### config.mk
export PLATFORM = sky130hd
export DESIGN_NAME = lru_position_history_table
export DESIGN_NICKNAME = d
export VERILOG_FILES = /design/src/rtl/core/lpht_pkg.sv /design/src/rtl/core/lpht_ram.sv /design/src/rtl/core/lpht_scan.sv /design/src/rtl/core/lru_position_history_table.sv
export SDC_FILE = /design/constraint.sdc
export NUM_CORES = 1
export LEC_CHECK = 0
export ABC_AREA = 0
export BUFFER_PORTS_ARGS = -buffer_cell sky130_fd_sc_hd__buf_2
export CORE_ASPECT_RATIO = 0.9
export CORE_UTILIZATION = 39
export DETAILED_ROUTE_END_ITERATION = 7
export PLACE_DENSITY_LB_ADDON = 0.08
export SETUP_SLACK_MARGIN = 0.3
export SYNTH_ARGS = -nofsm -noshare
export SYNTH_HDL_FRONTEND = slang
export SYNTH_SLANG_ARGS = --single-unit
### constraint.sdc
create_clock -name clk -period 6.6 [get_ports clk]
set_input_delay 0.66 -clock clk [delete_from_list [all_inputs] [get_ports clk]]
set_output_delay 0.66 -clock clk [all_outputs]
set_load 0.02 [all_outputs]
### src/rtl/core/lpht_pkg.sv
package lpht_pkg;

    // Field widths of one table entry and of the stream payloads.
    localparam int KEY_W  = 32;
    localparam int POS_W  = 16;
    localparam int TICK_W = 32;

    // One RAM word holds {last_used, position, key}, key in the low bits.
    localparam int ENTRY_W = KEY_W + POS_W + TICK_W;

    localparam int ENTRIES_DEFAULT = 8;

    // Start value of the oldest-tick search.
    localparam logic [TICK_W-1:0] TICK_MAX = 32'hFFFF_FFFF;

    // Operation codes carried in the slave-side tuser.
    localparam logic OP_LOOKUP = 1'b0;
    localparam logic OP_STORE  = 1'b1;

    // Control from the sequencer to the scan unit.
    typedef struct packed {
        logic start;   // clear the match and victim trackers
        logic step;    // one entry is presented this cycle
    } scan_ctrl_t;

endpackage

### src/rtl/core/lpht_ram.sv
module lpht_ram #(
    parameter int WIDTH = lpht_pkg::ENTRY_W,
    parameter int DEPTH = lpht_pkg::ENTRIES_DEFAULT
) (
    input  logic                     clk,
    input  logic                     we,
    input  logic [$clog2(DEPTH)-1:0] waddr,
    input  logic [WIDTH-1:0]         wdata,
    input  logic                     re,
    input  logic [$clog2(DEPTH)-1:0] raddr,
    output logic [WIDTH-1:0]         rdata
);

    logic [WIDTH-1:0] mem [DEPTH];
    logic [WIDTH-1:0] rdata_reg;

    always_ff @(posedge clk)
    begin
        if (we)
        begin
            mem[waddr] <= wdata;
        end
        if (re)
        begin
            rdata_reg <= mem[raddr];
        end
    end

    assign rdata = rdata_reg;

endmodule

### src/rtl/core/lpht_scan.sv
// Shared compare unit: one entry per step, tracking the first key match
// and the entry with the strictly smallest last-used tick.
module lpht_scan #(
    parameter int ENTRIES = lpht_pkg::ENTRIES_DEFAULT
) (
    input  logic                          clk,
    input  logic                          rst_n,
    input  lpht_pkg::scan_ctrl_t          ctrl,
    input  logic [$clog2(ENTRIES)-1:0]    idx,
    input  logic [lpht_pkg::KEY_W-1:0]    search_key,
    input  logic [lpht_pkg::KEY_W-1:0]    entry_key,
    input  logic [lpht_pkg::POS_W-1:0]    entry_pos,
    input  logic [lpht_pkg::TICK_W-1:0]   entry_tick,
    output logic                          hit,
    output logic [$clog2(ENTRIES)-1:0]    match_idx,
    output logic [lpht_pkg::POS_W-1:0]    match_pos,
    output logic [$clog2(ENTRIES)-1:0]    victim_idx
);

    localparam int IDX_W = $clog2(ENTRIES);

    logic                        hit_reg,    hit_next;
    logic [IDX_W-1:0]            midx_reg,   midx_next;
    logic [lpht_pkg::POS_W-1:0]  mpos_reg,   mpos_next;
    logic [lpht_pkg::TICK_W-1:0] oldest_reg, oldest_next;
    logic [IDX_W-1:0]            vidx_reg,   vidx_next;
    logic                        key_eq;
    logic                        tick_lt;

    assign key_eq  = (entry_key == search_key);
    assign tick_lt = (entry_tick < oldest_reg);

    always_comb
    begin
        hit_next    = hit_reg;
        midx_next   = midx_reg;
        mpos_next   = mpos_reg;
        oldest_next = oldest_reg;
        vidx_next   = vidx_reg;
        if (ctrl.start)
        begin
            hit_next    = 1'b0;
            oldest_next = lpht_pkg::TICK_MAX;
            vidx_next   = '0;
        end
        else if (ctrl.step)
        begin
            if (!hit_reg && key_eq)
            begin
                hit_next  = 1'b1;
                midx_next = idx;
                mpos_next = entry_pos;
            end
            if (tick_lt)
            begin
                oldest_next = entry_tick;
                vidx_next   = idx;
            end
        end
    end

    always_ff @(posedge clk or negedge rst_n)
    begin
        if (!rst_n)
        begin
            hit_reg    <= 1'b0;
            oldest_reg <= lpht_pkg::TICK_MAX;
            vidx_reg   <= '0;
        end
        else
        begin
            hit_reg    <= hit_next;
            oldest_reg <= oldest_next;
            vidx_reg   <= vidx_next;
        end
    end

    always_ff @(posedge clk)
    begin
        midx_reg <= midx_next;
        mpos_reg <= mpos_next;
    end

    assign hit        = hit_reg;
    assign match_idx  = midx_reg;
    assign match_pos  = mpos_reg;
    assign victim_idx = vidx_reg;

endmodule

### src/rtl/core/lru_position_history_table.sv
// Channel   Direction  Transfer payload
// s_axis    in         tuser: opcode; tdata: key, position, now_tick
// m_axis    out        tuser: hit;    tdata: found_position
//
// Per request, S_SCAN reads one entry per cycle through the single RAM read
// port, S_DRAIN waits out the read latency, and S_FINISH writes the table and
// loads the result, offered as s_axis_tready rises. s_axis_tready is high only
// in S_IDLE, so no request is taken before the last is done. Reset clears the
// valid bits at once, so an entry never stored reads as zero. A stalled m_axis
// holds the sequencer in its last state until the result register is free.
module lru_position_history_table #(
    parameter int ENTRIES = lpht_pkg::ENTRIES_DEFAULT
) (
    input  logic        clk,
    input  logic        rst_n,

    input  logic        s_axis_tvalid,
    output logic        s_axis_tready,
    input  logic [79:0] s_axis_tdata,   // [31:0] key, [47:32] position, [79:48] now_tick
    input  logic [0:0]  s_axis_tuser,   // [0] opcode

    output logic        m_axis_tvalid,
    input  logic        m_axis_tready,
    output logic [15:0] m_axis_tdata,   // [15:0] found_position
    output logic [0:0]  m_axis_tuser    // [0] hit
);

    localparam int IDX_W = $clog2(ENTRIES);
    localparam logic [IDX_W-1:0] LAST_IDX = IDX_W'(ENTRIES - 1);

    localparam int KW = lpht_pkg::KEY_W;
    localparam int PW = lpht_pkg::POS_W;
    localparam int TW = lpht_pkg::TICK_W;

    // Sequencer states.
    localparam logic [1:0] S_IDLE   = 2'd0;
    localparam logic [1:0] S_SCAN   = 2'd1;
    localparam logic [1:0] S_DRAIN  = 2'd2;
    localparam logic [1:0] S_FINISH = 2'd3;

    logic [1:0]          state_reg,   state_next;
    logic [IDX_W-1:0]    addr_reg,    addr_next;
    logic                rd_pend_reg;
    logic [IDX_W-1:0]    rd_idx_reg;
    logic                rd_valid_reg;
    logic [ENTRIES-1:0]  valid_reg,   valid_next;
    logic                op_reg;
    logic [KW-1:0]       key_reg;
    logic [PW-1:0]       pos_reg;
    logic [TW-1:0]       tick_reg;
    logic                mvalid_reg,  mvalid_next;
    logic [PW-1:0]       mpos_reg;
    logic                mhit_reg;

    logic                s_fire;
    logic                out_free;
    logic                rd_en;
    logic                ram_we;
    logic [IDX_W-1:0]    ram_waddr;
    logic [lpht_pkg::ENTRY_W-1:0] ram_wdata;
    logic [lpht_pkg::ENTRY_W-1:0] ram_rdata;
    logic [lpht_pkg::ENTRY_W-1:0] entry_word;

    lpht_pkg::scan_ctrl_t scan_ctrl;
    logic                 scan_hit;
    logic [IDX_W-1:0]     scan_midx;
    logic [PW-1:0]        scan_mpos;
    logic [IDX_W-1:0]     scan_vidx;

    assign s_fire        = s_axis_tvalid && s_axis_tready;
    assign s_axis_tready = (state_reg == S_IDLE);
    assign out_free      = !mvalid_reg || m_axis_tready;
    assign rd_en         = (state_reg == S_SCAN);

    // The write happens once, in the cycle the result register is loaded.
    assign ram_we    = (state_reg == S_FINISH) && out_free && (op_reg == lpht_pkg::OP_STORE);
    assign ram_waddr = scan_hit ? scan_midx : scan_vidx;
    assign ram_wdata = {tick_reg, pos_reg, key_reg};

    lpht_ram #(
        .WIDTH (lpht_pkg::ENTRY_W),
        .DEPTH (ENTRIES)
    ) u_ram (
        .clk   (clk),
        .we    (ram_we),
        .waddr (ram_waddr),
        .wdata (ram_wdata),
        .re    (rd_en),
        .raddr (addr_reg),
        .rdata (ram_rdata)
    );

    // An entry never stored reads as all zero, like the cleared table.
    assign entry_word = rd_valid_reg ? ram_rdata : '0;

    assign scan_ctrl.start = s_fire;
    assign scan_ctrl.step  = rd_pend_reg;

    lpht_scan #(
        .ENTRIES (ENTRIES)
    ) u_scan (
        .clk        (clk),
        .rst_n      (rst_n),
        .ctrl       (scan_ctrl),
        .idx        (rd_idx_reg),
        .search_key (key_reg),
        .entry_key  (entry_word[KW-1:0]),
        .entry_pos  (entry_word[KW+PW-1:KW]),
        .entry_tick (entry_word[KW+PW+TW-1:KW+PW]),
        .hit        (scan_hit),
        .match_idx  (scan_midx),
        .match_pos  (scan_mpos),
        .victim_idx (scan_vidx)
    );

    always_comb
    begin
        state_next  = state_reg;
        addr_next   = addr_reg;
        valid_next  = valid_reg;
        mvalid_next = mvalid_reg;
        if (mvalid_reg && m_axis_tready)
        begin
            mvalid_next = 1'b0;
        end
        case (state_reg)
            S_IDLE:
            begin
                if (s_fire)
                begin
                    state_next = S_SCAN;
                    addr_next  = '0;
                end
            end
            S_SCAN:
            begin
                if (addr_reg == LAST_IDX)
                begin
                    state_next = S_DRAIN;
                end
                else
                begin
                    addr_next = addr_reg + 1'b1;
                end
            end
            S_DRAIN:
            begin
                state_next = S_FINISH;
            end
            S_FINISH:
            begin
                if (out_free)
                begin
                    state_next  = S_IDLE;
                    mvalid_next = 1'b1;
                    if (ram_we)
                    begin
                        valid_next[ram_waddr] = 1'b1;
                    end
                end
            end
            default:
            begin
                state_next = S_IDLE;
            end
        endcase
    end

    always_ff @(posedge clk or negedge rst_n)
    begin
        if (!rst_n)
        begin
            state_reg   <= S_IDLE;
            addr_reg    <= '0;
            rd_pend_reg <= 1'b0;
            valid_reg   <= '0;
            mvalid_reg  <= 1'b0;
        end
        else
        begin
            state_reg   <= state_next;
            addr_reg    <= addr_next;
            rd_pend_reg <= rd_en;
            valid_reg   <= valid_next;
            mvalid_reg  <= mvalid_next;
        end
    end

    // Payload registers: the latched request, the read tag and the result.
    always_ff @(posedge clk)
    begin
        if (s_fire)
        begin
            op_reg   <= s_axis_tuser[0];
            key_reg  <= s_axis_tdata[KW-1:0];
            pos_reg  <= s_axis_tdata[KW+PW-1:KW];
            tick_reg <= s_axis_tdata[KW+PW+TW-1:KW+PW];
        end
        rd_idx_reg   <= addr_reg;
        rd_valid_reg <= valid_reg[addr_reg];
        if ((state_reg == S_FINISH) && out_free)
        begin
            mhit_reg <= scan_hit;
            mpos_reg <= (op_reg == lpht_pkg::OP_LOOKUP && scan_hit) ? scan_mpos : '0;
        end
    end

    assign m_axis_tvalid   = mvalid_reg;
    assign m_axis_tdata    = mpos_reg;
    assign m_axis_tuser[0] = mhit_reg;

    // An accepted request always starts a scan in the next cycle.
    a_fire_starts_scan: assert property (@(posedge clk) disable iff (!rst_n)
        s_fire |=> (state_reg == S_SCAN) && (addr_reg == '0))
        else $error("accepted request did not start a scan");

    // RAM read data is only consumed while a scan is running.
    a_read_in_scan: assert property (@(posedge clk) disable iff (!rst_n)
        rd_pend_reg |-> (state_reg == S_SCAN) || (state_reg == S_DRAIN))
        else $error("read data returned outside a scan");

    // A table write always leaves its entry marked valid.
    a_write_sets_valid: assert property (@(posedge clk) disable iff (!rst_n)
        ram_we |=> valid_reg[$past(ram_waddr)])
        else $error("written entry not marked valid");

    // Writing the table and loading the result happen together.
    a_write_with_result: assert property (@(posedge clk) disable iff (!rst_n)
        ram_we |=> mvalid_reg && (state_reg == S_IDLE))
        else $error("table write without result");

    // The number of valid entries never drops.
    a_valid_grows: assert property (@(posedge clk) disable iff (!rst_n)
        $countones(valid_reg) >= $countones($past(valid_reg)))
        else $error("valid entry lost");

endmodule
==> results of run 1 <==
[power groups by stage]
stage / Clock, W / Sequential, W / Combinational (W)
2_1_floorplan: 0 / 0.00779 / 0.00277
6_report: 0.00508 / 0.00801 / 0.00365
4_1_cts: 0.00524 / 0.00804 / 0.00376
5_1_grt: 0.00544 / 0.00814 / 0.00410
3_5_place_dp: 0 / 0.00814 / 0.00375
3_3_place_gp: 0 / 0.00812 / 0.00373
[layer usage]
| layer | global-route usage (%) | part of all wire [%] | vias to the layer above |
|---|---|---|---|
| met5 | 0 | 0 | - |
| met4 | 5.121 | 2.4 | 0 |
| met3 | 2.613 | 3.3 | 117 |
| met2 | 27.90 | 47 | 306 |
| met1 | 25.83 | 47 | 8807 |
| li1 | - | - | 7435 |
[area by class of cell]
cell class | instances | area, um^2 | share of cell area (%)
multi-input combinational | 801 | 7284 | 18.56
sequential | 892 | 26550 | 67.62
clock inverter | 48 | 399.1 | 1.017
timing repair buffer | 130 | 830.8 | 2.116
tap | 1144 | 1431 | 3.646
inverter | 54 | 206.4 | 0.5259
clock buffer | 125 | 2561 | 6.524
[cell usage after synthesis, drive strengths merged (11+ instances only)]
cell and number:
a21oi 14, and2 64, buf 34, clkbuf 46, dfrtp 19, dfstp 32, edfxtp 837, ha 37
inv 54, mux4 162, nand2 262, nand3 69, nor2 24, nor2b 11, o21ai 53
[cell families after synthesis]
logic type,after synthesis
flops,892
compound gates,120
mux,163
simple gates,472
xor+xnor,9
fa+ha+maj,37
buf+inv,134
[critical path: cells and delay by family, from the launching register on]
kind / cells / cell delay [ps]
adders and majority gates: 1 / 290
DFF: 1 / 440
AOI/OAI and AO/OA: 1 / 440
buffers and inverters: 4 / 1080
and+or+nand+nor: 4 / 980
[stage by stage]
step	setup slack (ps)	instance area [um^2]	util, %	total power (W)
2_1_floorplan	999.2	34300	-	0.01056
5_1_grt	2723	39260	45.37	0.01767
3_3_place_gp	2870	36300	41.95	0.01185
6_report	2926	39260	45.37	0.01675
4_1_cts	2914	39260	45.37	0.01705
3_5_place_dp	2898	36300	41.95	0.01189
[worst paths after layout]
kind	from	end	depth (start not counted)
setup / recovery	state_reg[0]	u_scan.match_pos[12]	10
hold / removal	rst_n	addr_reg[2]	2
setup reg to reg	state_reg[0]	u_scan.match_pos[12]	10
hold reg to reg	rd_idx_reg[1]	u_scan.match_idx[1]	0
max in group asynchronous	rst_n	addr_reg[0]	2
min in group clk	s_axis_tdata[68]	tick_reg[20]	1
==> results.txt, run 1 <==
The critical path capture point type is a register. The proportion of register bits with asynchronous set or reset after synthesis came out at 5.717%. Cell internal power was estimated by the tool at 0.01183 W. The number of nets in the synthesized netlist is 1949.

In this run the cell area of the synthesized design comes to 0.03430 mm^2. Counting flops with a built-in enable in the synthesized netlist gives 837. The number of levels the H-tree was split into came out at 3. The final hold slack is 171.3 ps. The highest-delay cell along the critical path is sky130_fd_sc_hd__dfrtp_1.

The share of the synthesized area in compound gates (AO/OA/AOI/OAI) came out at 2.353%. The xor and xnor area share after synthesis came out at 0.2298%. Entering global routing, the biggest net connects 98 pins.

The final-report max-slew violation count came out at 0. The number of maximum-capacitance violations is 0. Summed over all instances, the cell type with the most area after synthesis is sky130_fd_sc_hd__edfxtp_1. The detailed-route via count came out at 16670. Of all nets on the critical path, the largest fanout is 34.

Leaving out fill and tap cells, the most frequent cell in the layout is sky130_fd_sc_hd__edfxtp_1. In the final layout, the share of cells above drive strength 1 is 24.59%. The effective utilization at floorplan came out at 39.64%.

CTS saw 892 sinks. The via count of the first global-routing pass came to 17990. The part of the power in the clock network is 30.4%. The adder-cell area share of the yosys netlist came out at 1.350%. The total global routing track utilization came out at 17.79%.

The count of endpoints failing hold in the final timing report is 0. The count of buffers from port buffering is 103. Sequential cells account for 47.8% of the total power. From left edge to right edge, the die measures 314.6 um. The distinct cell type count of the synthesized netlist came out at 56.

The shortest clock period the worst path allows after layout came out at 3674 ps. The most used flip-flop cell after synthesis is sky130_fd_sc_hd__edfxtp_1. Headroom to the max-slew limit came out at 32.49%.

The logic gate share of total power is 21.8%. The net count reported at finish is 2095. Summed over all cells, the static leakage comes to 13.21 nW. The number of DRC violations after detailed-routing iteration 0 is 1189. The HPWL after detailed placement is 39230 um. The initial antenna violation count came out at 1. The post-synthesis to final-layout area growth is 14.47%. The worst vdd rail ir drop came out at 209.6 uV. The critical path in this run is classified as reg2reg. The final instance count without filler cells came out at 3194. The worst hold path belongs to the class in2async.

The flow ran to the end, and the final reports show no timing, DRC or antenna violations. The global-route wire length before repair is 116800 um. The count of yosys warnings during synthesis came out at 0. The flip-flop count of the largest register after layout is 640.

The number of instances in the placed design came out at 3021. At the pin with the least slew margin, the transition time is 1013 ps. The worst setup path is launched from a register. Dividing total power by cell area gives a power density of 426.6 mW/mm^2. In this run the post-CTS setup repair buffer count came out at 0. The detailed-route wire length is 77180 um.

Dividing the final minimum period by the clock period gives 55.66%. At the worst endpoint, the required time is 6890 ps. The area of the core came out at 0.08653 mm^2. The top cell types in the final layout, fill and taps aside, are sky130_fd_sc_hd__edfxtp_1, sky130_fd_sc_hd__nand2_1, sky130_fd_sc_hd__mux4_2. The iteration count of the initial detailed-routing pass is 5. The fraction of power spent switching nets is 29.35%. Data arrives at the worst endpoint at 3970 ps. The antenna diode instance count came out at 0. The clock-pin transition on the worst setup and hold timing paths is 70 ps.

Setup repair after global routing left no endpoint under its margin. The die is 283.3 um tall. The TritonCTS buffer count came out at 94.

The die outline area came out at 0.08913 mm^2. Setup violations remaining at the end of the flow were counted as 0. The per-cell routed wire length is 24.16 um. The number of synthesized register bits is 892. 104 I/O pins were placed. In this design, the stage delay of the slowest critical-path cell is 440 ps. The routability congestion estimate is 0.7319. The count of nets left with antenna violations once routing finished came out at 0. Sorting the synthesized cells by area gives the leading types as sky130_fd_sc_hd__edfxtp_1, sky130_fd_sc_hd__mux4_2, sky130_fd_sc_hd__nand2_1.

By area, the combinational part of the netlist is dominated by multiplexers. The area fraction of the dominant cell type after synthesis came out at 73.28%. The number of gates resized after CTS is 0.

The number of hold-repair buffers added at the cts stage is 0. The buffer depth of the longest clock path is 3. The mean cell area of the mapped netlist came out at 18.77 um^2. In the synthesized netlist, the number of instances is 1827. Adding up every negative setup slack in the final design gives 0 ps. Measured against the total synthesized area, the mux share comes to 10.67%. Clock skew on the completed layout was measured at 33.71 ps. The setup slack on the worst flop-to-flop path is 2930 ps. Of the total synthesized cell area, the portion taken by AND, OR, NAND and NOR gates is 6.424%. The later pin in the worst-skew pair is clocked with a latency of 650 ps. The analysis attributes to net switching a power of 0.004915 W. The fmax came out at 0.2722 GHz. The floorplan has 102 rows. The mean number of vias per cell came out at 5.218.

CTS placed an instance of sky130_fd_sc_hd__clkbuf_16 at the clock tree root. TritonCTS built the clock tree. The register area share after synthesis came out at 77.36%. The filler cells instantiated in the layout total 7508.

Walking the worst path, the cells encountered are inv_1 > ha_1 > nand2_1 > buf_4 > inv_4 > a2111o_1 > nor4_1 > nor4bb_1 > and4_1 > buf_4. The most common cell type on the critical path is sky130_fd_sc_hd__buf_4. The number of remaining DRC errors came out at 0. The global-route congestion overflow total is 0.
(Power assumes the default switching activity.)
==> inputs of run 2 (changes only) <==
--- a/config.mk
+++ b/config.mk
@@ -5,7 +5,7 @@
 export SDC_FILE = /design/constraint.sdc
 export NUM_CORES = 1
 export LEC_CHECK = 0
-export ABC_AREA = 0
+export ABC_AREA = 1
 export BUFFER_PORTS_ARGS = -buffer_cell sky130_fd_sc_hd__buf_2
 export CORE_ASPECT_RATIO = 0.9
 export CORE_UTILIZATION = 39
==> constraint.sdc (replaced) <==
create_clock -name clk -period 3.1 [get_ports clk]
set_input_delay 0.31 -clock clk [delete_from_list [all_inputs] [get_ports clk]]
set_output_delay 0.31 -clock clk [all_outputs]
set_load 0.02 [all_outputs]
==> run 2 against run 1 <==
Effect of this change:
- area after synthesis increased by 1.5%
- clock skew decreased by 17 ps
- global-route usage increased by 0.74 points
- sequential power increased by 100%
- utilization increased by 1.2 points
- non-clock buffer count increased by 116
- clock power increased by 120%
- setup slack got worse by 2300 ps
- wire length increased by 6.8%
- largest power group unchanged
==> results.txt, run 2 <==
The flow ran to the end, and the final reports show no timing, DRC or antenna violations. The antenna diode instance count is 0 (unchanged). The finished layout cell area came out at 0.04102 mm^2 (+4.5%).

The maximum net fanout on the critical path came to 38 (+12%). The total routed wire length on the met1 layer is 38670 um (+6.0%). The part of the power in the clock network is 30.7% (+0.3 points). The count of pins on the block boundary is 104 (unchanged). The number of buffers inserted by post-CTS setup repair came out at 0 (unchanged). The total buffers and inverters traversed by the critical path was 3 (-1). The number of DRC violations after detailed-routing iteration 0 came out at 1479 (+24%).

The count of endpoints failing setup in the final report came out at 0 (unchanged). The count of yosys warnings during synthesis came out at 0 (unchanged). The distinct cell type count of the synthesized netlist came out at 42 (-25%).

The data arrival time at the worst-slack endpoint is 2830 ps (-1140 ps). The fraction of power spent switching nets is 31.99% (+2.6 points). The critical path is of the reg2reg type. The remaining number of nets flagged by the antenna check after routing came to 0 (unchanged). The worst vdd rail ir drop was 457.6 uV (+120%). The sum of net half-perimeters after detailed placement came out at 44610 um (+14%). The cell count of the worst hold path is 5. The stage delay of the slowest cell on the critical path is 570 ps (+130 ps). The clock-pin transition on the worst setup and hold timing paths is 60 ps (about the same). The power per unit of standard cell area came to 903.6 mW/mm^2 (+110%).

The synthesized design spends more area on one cell type than any other, namely sky130_fd_sc_hd__edfxtp_1. The slew at the pin with the worst max-slew slack is 837.1 ps (-175.6 ps). The fraction of layout cells with a size suffix above 1 came to 12.59% (-12 points). The post-synthesis instance area came out at 0.03480 mm^2 (+1.5%). The mean cell area of the mapped netlist is 13.06 um^2 (-30%). The total global routing track utilization came to 18.53% (+0.74 points). The switching power is 0.01186 W (+140%). The area fraction of the dominant cell type after synthesis was 72.21% (-1.1 points). The met2 wirelength from detailed routing came out at 39220 um (+8.1%). TritonCTS built the clock tree. The cell type group with the largest total delay on the critical path is simple AND/OR/NAND/NOR gates. The tree is rooted in a sky130_fd_sc_hd__clkbuf_16.

The fraction of the cycle the final worst path needs came out at 79.89% (+24 points). The detailed-route wire length came out at 82390 um (+6.8%). The number of nets produced by synthesis came to 2787 (+43%). The global-route wire length before repair is 126900 um (+8.6%). The net count reported at finish was 2982 (+42%). The via count of the first global-routing pass is 20710 (+15%). The worst hold path terminates at addr_reg[1]. The number of synthesized register bits is 892 (unchanged).

The count of endpoints failing hold in the final timing report is 0 (unchanged). The effective utilization at floorplan came out at 39.54% (-0.095 points). The leakage component of the power is 14.62 nW (+11%). The number of maximum-capacitance violations came to 0 (unchanged). The instance area after placement came out at 0.03704 mm^2 (+2.1%). The register area share after synthesis came out at 76.23% (-1.1 points). The critical path capture point type is a register. The register share of total power came out at 44.3% (-3.5 points). The sum of met3 wire segment lengths after detailed routing is 2851 um (+11%). The number of remaining DRC errors was 0 (unchanged). The vertical extent of the die was 285.4 um (+0.73%). By area the synthesized netlist is led by sky130_fd_sc_hd__edfxtp_1, sky130_fd_sc_hd__nor2_1, sky130_fd_sc_hd__o21ai_0. The post-synthesis to final-layout area growth is 17.86%. The count of buffers from port buffering came out at 103 (unchanged).

The total negative slack is 0 ps (unchanged). The classification of the worst-slack hold path is in2reg. The flip-flop count of the largest register after layout is 640 (unchanged). The TritonCTS buffer count came to 95 (+1.1%). The worst register-to-register path begins at rd_valid_reg. The maximum number of pins on one net before global-route repair is 122 (+24%).

The shortest clock period the worst path allows after layout came to 2477 ps (-1197 ps). The layout filler cell count came out at 7831 (+4.3%). The area of the core is 0.08802 mm^2 (+1.7%).

The proportion of register bits with asynchronous set or reset after synthesis came out at 5.717% (unchanged). Among all cell types in the netlist, the one instantiated most often is sky130_fd_sc_hd__edfxtp_1. The count of standard-cell rows came out at 103 (+0.98%). The setup slack on the worst flop-to-flop path came out at 620 ps (-2300 ps).

In the layout the commonest cells are sky130_fd_sc_hd__edfxtp_1, sky130_fd_sc_hd__nor2_1, sky130_fd_sc_hd__o21ai_0. The fmax came out at 0.4038 GHz (+48%). The number of sinks on the clock net came out at 892 (unchanged). The initial antenna violation count is 1 (unchanged). The per-cell routed wire length was 20.12 um (-17%). The worst register-to-register path ends at u_scan.match_pos[6]. The buffer depth of the longest clock path is 3 (unchanged).

The commonest non-fill, non-tap cell in the layout is sky130_fd_sc_hd__edfxtp_1. The detailed-route via count is 20750 (+24%). The internal power component came out at 0.02521 W (+110%). The mean number of vias per cell came out at 5.066 (-2.9%). The final-report max-slew violation count came out at 0 (unchanged). Setup repair after global routing left no endpoint under its margin. The routability congestion estimate came out at 0.7929 (+8.3%). The relative slew slack is 44.19% (+12 points).

The die outline area came out at 0.09044 mm^2 (+1.5%). The worst-case reg-to-reg path depth is 9 (-1). The latest clock arrival within the worst-skew pair came to 660 ps (about the same).

Traced cell by cell, the critical path runs through buf_12 > nand2_1 > and2_1 > nor4_2 > nand2_1 > nor2_1 > nand4_1 > inv_1 > buf_12. The logic gate share of total power is 25.0% (+3.2 points). The power consumption came out at 0.03707 W (+120%).

The critical path starts at rd_valid_reg. The die boundary width came to 316.9 um (+0.73%). The required time at the endpoint of the critical path came out at 3460 ps (-3430 ps). The highest-delay cell along the critical path is sky130_fd_sc_hd__dfxtp_4.

The worst clock skew is 17.08 ps (-16.63 ps). The number of levels the H-tree was split into is 3 (unchanged). The startpoint identified for the worst hold timing path is s_axis_tvalid. The global-route congestion overflow total is 0 (unchanged).

The gate count of the mapped netlist came out at 2665 (+46%). The commonest cells after synthesis are sky130_fd_sc_hd__edfxtp_1, sky130_fd_sc_hd__nor2_1, sky130_fd_sc_hd__o21ai_0. After detailed routing, no signal wire sits above met4. STA classifies the critical path startpoint as a register. The number of flops mapped to enable cells by yosys came to 837 (unchanged). The most used flip-flop cell after synthesis is sky130_fd_sc_hd__edfxtp_1. The iteration count of the initial detailed-routing pass is 5 (unchanged).
[run 2: cell count changes after synthesis, sizes merged, moves of 39 or more]
cell    change
and2       -63
a31oi      +79
nor2      +583
o21ai     +288
inv        +78
nand2      -59
o22ai      +76
mux4      -162
clkbuf     +39
[run 2: what timing repair did]
action,in CTS,in global routing
hold buffers,83,0
setup endpoints to repair,0,19
gates resized for setup,0,1
endpoints found under the hold margin,101,0
[run 2: cells by family (layout without fill, tap and decap cells)]
family,Yosys count,in the layout,share of synthesized area (%)
DFF,892,892,76.23
and+or+nand+nor,909,909,10.50
AOI/OAI and AO/OA,533,533,8.308
xor gates and xnor gates,13,13,0.3271
buffers and inverters,281,556,3.304
adders and majority gates,37,37,1.330
[run 2: worst max path at each step]
stage / endpoint / slack [ps] / cells past startpoint
2_1_floorplan: u_ram.mem[7][0] / -1250 / 6
3_3_place_gp: u_scan.match_pos[12] / 330 / 9
3_5_place_dp: u_scan.match_pos[12] / 430 / 9
4_1_cts: u_scan.match_pos[14] / 390 / 9
5_1_grt: u_scan.oldest_reg[9] / 420 / 17
6_report: u_scan.match_pos[6] / 620 / 9
[run 2: final cells by class]
type | instances | area (um^2) | share of cell area [%]
clock buffer | 117 | 2542 | 6.198
sequential | 892 | 26540 | 64.70
inverter | 133 | 516.7 | 1.260
timing repair buffer | 246 | 2147 | 5.234
multi-input combinational | 1492 | 7229 | 17.62
clock inverter | 60 | 598.1 | 1.458
tap | 1155 | 1445 | 3.523
[run 2: power groups by stage]
stage               clock network (W)  logic (W)  registers (W)
CTS                            0.0117    0.00943         0.0165
floorplan                           0    0.00644         0.0164
global placement                    0    0.00917         0.0167
finish                         0.0114    0.00925         0.0164
detailed placement                  0    0.00931         0.0167
global route                   0.0121     0.0105         0.0166
[run 2: metrics by stage]
stage / hold WS (ps) / util (%) / setup WS [ps] / instances
final: 90.89 / 46.60 / 623.4 / 4095
after global routing: 128.4 / 46.60 / 417.7 / 4095
after CTS: 27.86 / 46.60 / 389.8 / 4095
after detailed placement: 445.3 / 42.08 / 434.2 / 3835
after global placement: 443.6 / 42.08 / 330.9 / 3835
after floorplan: 14.41 / - / -1247 / 2665
[run 2: layer usage]
metal / vias up / global-route usage, %
met2: 346 / 30.16
met5: - / 0
met4: 0 / 4.832
li1: 9918 / -
met3: 113 / 2.538
met1: 10370 / 26.10
[run 2: tightest hold or removal path, stage by stage]
cell	delay (ps)
sky130_fd_sc_hd__buf_2	100
sky130_fd_sc_hd__nor2_1	40
sky130_fd_sc_hd__inv_1	110
sky130_fd_sc_hd__nand3_1	80
sky130_fd_sc_hd__o21ai_0	70
